[src/design/lmaf_pkg.sv]
// ----------------------------------------------------------------------------
// lmaf_pkg
// Shared types and constants of the label mask adjacency flagger: request
// codes, register indexes, payload structs, controller states and the
// command/status bundles between controller and datapath.
// ----------------------------------------------------------------------------
`default_nettype none

package lmaf_pkg;

  // Field widths fixed by the item format
  localparam int LABEL_W     = 12;
  localparam int REQ_W       = 2;
  localparam int ROW_WIDTH_W = 12;
  localparam int ROW_COUNT_W = 16;
  localparam int CFG_DATA_W  = 16;
  localparam int CFG_IDX_W   = 1;

  // Request codes
  localparam logic [REQ_W-1:0] REQ_PIXEL = 2'd0;
  localparam logic [REQ_W-1:0] REQ_QUERY = 2'd1;
  localparam logic [REQ_W-1:0] REQ_CLEAR = 2'd2;

  // Register indexes
  localparam logic [CFG_IDX_W-1:0] REG_ROW_WIDTH = 1'd0;
  localparam logic [CFG_IDX_W-1:0] REG_ROW_COUNT = 1'd1;

  localparam logic [ROW_WIDTH_W-1:0] ROW_WIDTH_RST = 12'd2048;
  localparam logic [ROW_COUNT_W-1:0] ROW_COUNT_RST = 16'd1;

  // Neighbour slots in the pending mark list
  localparam int NB_CUR   = 0;
  localparam int NB_LEFT  = 1;
  localparam int NB_UP    = 2;
  localparam int NB_UL    = 3;
  localparam int NB_UR    = 4;
  localparam int NB_COUNT = 5;
  localparam int NB_SEL_W = 3;

  typedef struct packed {
    logic [REQ_W-1:0]   req_type;
    logic [LABEL_W-1:0] label;
    logic               masked;
  } in_item_t;

  typedef struct packed {
    logic [LABEL_W-1:0] queried_label;
    logic               touches_mask;
  } out_item_t;

  // One stored pixel: mask bit over label
  typedef struct packed {
    logic               masked;
    logic [LABEL_W-1:0] label;
  } pix_t;

  typedef enum logic [2:0] {
    ST_IDLE,
    ST_CLEAR,
    ST_PIX_POS,
    ST_PIX_UP,
    ST_PIX_EVAL,
    ST_PIX_MARK,
    ST_QRY_RD,
    ST_QRY_OUT
  } state_t;

  typedef struct packed {
    logic load_item;
    logic clear_step;
    logic pos_step;
    logic up_step;
    logic eval_step;
    logic mark_step;
    logic query_out;
  } cmd_t;

  typedef struct packed {
    logic clr_last;
    logic eval_any;
    logic marks_more;
  } sts_t;

endpackage

`default_nettype wire

[src/design/lmaf_ctrl.sv]
// ----------------------------------------------------------------------------
// lmaf_ctrl
// Controller: sequences the table clearing sweep, the pixel steps
// (position, line reads, evaluation, flag writes) and queries.
// ----------------------------------------------------------------------------
`default_nettype none

module lmaf_ctrl
  import lmaf_pkg::*;
(
  input  wire logic             clk,
  input  wire logic             rst_n,
  input  wire logic             start,
  input  wire logic [REQ_W-1:0] req_type,
  input  wire sts_t             sts,
  output logic                  busy,
  output cmd_t                  cmd
);

  state_t state_r, state_nxt;

  // State register; reset starts with the clearing sweep
  always_ff @(posedge clk) begin
    if (!rst_n) begin
      state_r <= ST_CLEAR;
    end else begin
      state_r <= state_nxt;
    end
  end

  // Next state
  always_comb begin
    state_nxt = state_r;
    case (state_r)
      ST_IDLE: begin
        if (start) begin
          case (req_type)
            REQ_PIXEL: state_nxt = ST_PIX_POS;
            REQ_QUERY: state_nxt = ST_QRY_RD;
            REQ_CLEAR: state_nxt = ST_CLEAR;
            default:   state_nxt = ST_IDLE;
          endcase
        end
      end
      ST_CLEAR: begin
        if (sts.clr_last) state_nxt = ST_IDLE;
      end
      ST_PIX_POS:  state_nxt = ST_PIX_UP;
      ST_PIX_UP:   state_nxt = ST_PIX_EVAL;
      ST_PIX_EVAL: state_nxt = sts.eval_any ? ST_PIX_MARK : ST_IDLE;
      ST_PIX_MARK: begin
        if (!sts.marks_more) state_nxt = ST_IDLE;
      end
      ST_QRY_RD:   state_nxt = ST_QRY_OUT;
      ST_QRY_OUT:  state_nxt = ST_IDLE;
      default:     state_nxt = ST_IDLE;
    endcase
  end

  // Outputs
  always_comb begin
    cmd            = '0;
    busy           = (state_r != ST_IDLE);
    cmd.load_item  = (state_r == ST_IDLE) && start;
    case (state_r)
      ST_CLEAR:    cmd.clear_step = 1'b1;
      ST_PIX_POS:  cmd.pos_step   = 1'b1;
      ST_PIX_UP:   cmd.up_step    = 1'b1;
      ST_PIX_EVAL: cmd.eval_step  = 1'b1;
      ST_PIX_MARK: cmd.mark_step  = 1'b1;
      ST_QRY_OUT:  cmd.query_out  = 1'b1;
      default:     ;
    endcase
  end

endmodule

`default_nettype wire

[config.mk]
export PLATFORM = sky130hd
export DESIGN_NAME = lmaf_ctrl
export DESIGN_NICKNAME = d
export VERILOG_FILES = /design/src/design/lmaf_pkg.sv /design/src/design/lmaf_ctrl.sv
export SDC_FILE = /design/constraint.sdc
export NUM_CORES = 1
export LEC_CHECK = 0
export ABC_CLOCK_PERIOD_IN_PS = 2550
export BUFFER_PORTS_ARGS = -buffer_cell sky130_fd_sc_hd__buf_2
export CAP_MARGIN = 20
export CORE_AREA = 2 2 39 41
export DETAILED_ROUTE_END_ITERATION = 8
export DIE_AREA = 0 0 41 43
export PLACE_DENSITY_LB_ADDON = 0.2
export SLEW_MARGIN = 10
export SYNTH_ARGS = -nofsm -noshare
export SYNTH_HDL_FRONTEND = slang
export SYNTH_SLANG_ARGS = --single-unit
[constraint.sdc]
create_clock -name clk -period 2.55 [get_ports clk]
set_input_delay 0 -clock clk [delete_from_list [all_inputs] [get_ports clk]]
set_output_delay 0 -clock clk [all_outputs]
set_load 0.05 [all_outputs]
* After elaboration in Yosys (flattened, before gate mapping)
Index checks and enable logic that the tools add are counted.
Word-level totals: bits in registers 3, input port bits 8, output and inout port bits 8
Operators by class: equality and inequality tests 12, muxes and demuxes 12, reductions and logical operators 5
Operators by type and width (count):
- $pmux W3 S8 | 1
- $eq A3 B3 Y1 const B | 4
- $mux W3 | 4
- $pmux W3 S3 | 1
- $eq A3 B2 Y1 const B | 2
- $mux W1 | 6
- $ne A2 B2 Y1 const B | 3
- $eq A3 B1 Y1 const B | 1
- $logic_not A3 Y1 | 1
- $reduce_and A3 Y1 | 1
- $reduce_bool A3 Y1 | 1
- $eq A2 B1 Y1 const B | 1
- $eq A2 B2 Y1 const B | 1
- $logic_not A2 Y1 | 1
- $logic_and A1 B1 Y1 | 1

* Depth between registers and ports, before layout
depth in word-level cells 4, depth in mapped cells 4, depth with buffers taken out 3

* Worst setup path before layout
OpenSTA, ideal clock, no wires.
path kind register to output, from register state_r[1], to output cmd[6] (netlist bit), arrival 1.737 ns, required time 2.550 ns, path slack 0.813 ns, stages on the path, launching flop included 4, path buffers 1, path through dfxtp_1 -> buf_6 -> or3_1 -> nor2_1
RTL lines:
- start, declared | RTL line lmaf_ctrl.sv:20 | state_t state_r, state_nxt;
- start signal, assigned | RTL line lmaf_ctrl.sv:27 | state_r <= state_nxt;
- end, declared | RTL line lmaf_ctrl.sv:17 | output cmd_t cmd

==> results.rst <==
.. list-table::
   :header-rows: 1

   * - Metric
     - Value
   * - Floorplan die height
     - 43 um
   * - Post-synthesis instance area
     - 284 um^2
   * - Hold path depth
     - 3
   * - Number of global-route vias before repair
     - 275
   * - Number of vias per cell
     - 4.46
   * - Worst-margin pin slew
     - 0.477 ns
   * - CTS buffer count
     - 3
   * - Critical path required time
     - 2.55 ns
   * - Hold buffer count at CTS
     - 1
   * - Min-Delay Startpoint
     - sts[0]
   * - Area of the die
     - 1760 um^2
   * - Power density normalized to cell area
     - 578 nW/um^2
   * - Post-synthesis simple-gate area fraction
     - 33.9%
   * - Top delay family on crit path
     - simple AND/OR/NAND/NOR gates
   * - Buffer levels on the longest clock path
     - 2
   * - Post-placement setup slack
     - 1.29 ns
   * - Total global-route track usage
     - 9.44%
   * - Maximum capacitance violations
     - 0
   * - Chain of cells forming the critical path
     - or3_1 -> nor2_1 -> buf_2
   * - Reg2Reg Setup Slack
     - 1.30 ns
   * - Maximum level of the CTS H-tree
     - 1
   * - DP Wirelength
     - 509 um
   * - Clock tree from TritonCTS
     - yes
   * - Routability cong.
     - 0.698
   * - Delay of the slowest critical-path stage
     - 0.45 ns
   * - Final critical path time including I/O delays and setup
     - 1.47 ns
   * - Most common library cell in the layout ignoring fill and taps
     - buf_2
   * - Clock slew at the register clock pins of the worst setup and hold paths
     - 0.04 ns
   * - Total instance count after detailed placement
     - 62
   * - Adder-cell area share of the yosys netlist
     - 0%
   * - Nets@finish
     - 60
   * - Clock net sink count
     - 3
   * - Worst path buffer plus inverter count
     - 1
   * - Worst Setup Path Type
     - register to primary output
   * - Crit start category
     - register
   * - Count of cells along the worst register-to-register path
     - 3
   * - Yosys warning count
     - 0
   * - Width of the chip
     - 41 um
   * - Std cell rows
     - 14
   * - Overall overflow remaining after global route
     - 0
   * - Quantity of I/O buffers inserted on ports
     - 15
   * - Mapped Avg Cell Area
     - 8.35 um^2
   * - Worst-case setup margin in the final layout
     - 1.08 ns
   * - Final hold violation count
     - 0
   * - Cell with the largest stage delay on the worst path
     - dfxtp_1
   * - Setup TNS
     - 0 ns
   * - Critical path capture point type
     - primary output
   * - Diode count
     - 0
   * - Antenna violations before repair
     - 0
   * - Reg2reg end
     - state_r[2]$_SDFFE_PN0P_
   * - RSZ-0062 raised after global routing
     - false
   * - Global-route wire length before repair
     - 1100 um
   * - Initial cell density of the core
     - 20.5%
   * - Fraction of the mapped netlist area in compound gates
     - 26.4%
   * - Gate count after technology mapping
     - 34
   * - Maximum vdd ir drop
     - 0.000248 V
   * - Synth-to-Final Area Change
     - 35.7%
   * - Net count after synthesis
     - 42
   * - Num ports
     - 16
   * - Worst Skew
     - 0.000315 ns
   * - Slew Viols, Final
     - 0
   * - Mux share of post-synthesis cell area
     - 5.29%
   * - HP Class
     - input pin to register
   * - Routed Antenna Nets
     - 0
   * - Peak Freq
     - 0.681 GHz
   * - Xor and xnor area share after synthesis
     - 0%
   * - Overall via count from detail_route
     - 299
   * - Worst slew margin relative to its limit
     - 68.1%
   * - First-pass DRT Iterations
     - 4
   * - Clk Latency, worst-skew pair
     - 0.24 ns
   * - Share of post-route cells with drive strength above 1
     - 41.2%
   * - Final Non-Filler Cells
     - 67
   * - Sequential element share of the synthesized area
     - 21.1%
   * - Number of DRC violations after detailed routing
     - 0
   * - Data arrival at the endpoint of the critical path
     - 1.47 ns
   * - Register with the highest flop count
     - state_r
   * - Core Footprint
     - 1380 um^2
   * - Registers with the most flip-flops
     - state_r x3
   * - Largest net degree at the start of global routing
     - 16
   * - Count of distinct cell types in the synthesized netlist
     - 22
   * - Top library cells by usage in the layout, fill and taps aside
     - buf_2, nor2_1, clkbuf_4, dfxtp_1
   * - Final setup violating endpoints
     - 0
   * - Result of the run
     - complete, no violations
   * - CTS resizes
     - 0
   * - Number of flip-flops and latches in the synthesized netlist
     - 3
   * - Leakage power of the design
     - 0.190 nW
   * - Post-CTS Setup Bufs
     - 0
   * - Endpoint of the worst hold path
     - state_r[2]$_SDFFE_PN0P_
   * - Reg2Reg Launch Point
     - state_r[0]$_SDFFE_PN1P_
   * - Final period utilization
     - 57.6%
   * - Main combinational cell family by area after synthesis
     - simple AND/OR/NAND/NOR gates
   * - CTS root buf
     - clkbuf_4
   * - Post-detailed-routing wire length
     - 689 um
   * - Maximum fanout encountered on the critical timing path
     - 15
   * - Number of DRC markers in iteration 0
     - 3
   * - Average wire length per cell after detail routing
     - 10.3 um
   * - Largest register FFs
     - 3
[power by group]
part	switching [mW]	leakage, nW	internal, mW
clock network	0.0277	0.0150	0.0588
logic	0.0473	0.151	0.0263
registers	0.0117	0.0247	0.0508
total	0.0867	0.190	0.136
[layer usage]
metal	global-route usage [%]	vias to the layer above	share of wire [%]
met5	0	-	0
met1	12.5	129	44
met4	4.00	0	0
li1	-	157	-
met3	4.71	0	8.3
met2	12.5	13	47
[synthesized netlist by cell type (all sizes together)]
master  n  area share (%)
and3    1             2.2
nor4b   1             3.1
nor3b   2             5.3
o311ai  1             3.1
a21oi   2             3.5
or3     1             2.2
nand2   1             1.3
o21ai   1             1.8
inv     2             2.6
o21a    1             2.6
a311oi  1             5.3
buf     3              11
o31ai   1             7.5
nor3    2             3.5
nor2    6             7.9
dfxtp   3              21
nand3b  1             2.6
nand2b  1             2.2
nor4bb  1             3.5
a21o    1             2.6
mux2    1             5.3
[kinds of logic (layout without fill, tap and decap cells)]
kind of cell / Yosys count / after routing
multiplexers: 1 / 1
AND/OR/NAND/NOR: 17 / 17
flip-flops: 3 / 3
AO/OA/AOI/OAI: 8 / 8
buffers and inverters: 5 / 22
[worst max path at each step]
stage | start | depth (start not counted) | to
finish | state_r[2]$_SDFFE_PN0P_ | 3 | cmd[6]
global route | state_r[2]$_SDFFE_PN0P_ | 3 | cmd[6]
floorplan | state_r[1]$_SDFFE_PN0P_ | 3 | cmd[6]
detailed placement | state_r[0]$_SDFFE_PN1P_ | 3 | state_r[2]$_SDFFE_PN0P_
global placement | state_r[0]$_SDFFE_PN1P_ | 3 | state_r[2]$_SDFFE_PN0P_
CTS | state_r[2]$_SDFFE_PN0P_ | 3 | cmd[6]
[final cells by class]
cell class                      count  area, um^2
Fill cell                         153         998
Multi-Input combinational cell     26         186
Timing Repair Buffer               16        85.1
Sequential cell                     3        60.1
Clock buffer                        4        26.3
Tap cell                           16        20.0
Inverter                            2        7.51
[worst register-to-register path: stages (launching register included)]
cell and delay, ns:
dfxtp_1 0.52, mux2_4 0.35, o31ai_4 0.17, a311oi_2 0.07
[per-stage QoR]
step	util [%]	instance area (um^2)	total power, mW	hold WS [ns]
after global placement	25.2	349	0.137	0.233
after detailed placement	25.2	349	0.136	0.233
final	27.8	385	0.223	0.0888
after CTS	27.8	385	0.227	0.0840
after floorplan	-	284	0.122	0.0784
after global routing	27.8	385	0.238	0.0877
(Power assumes the default switching activity.)
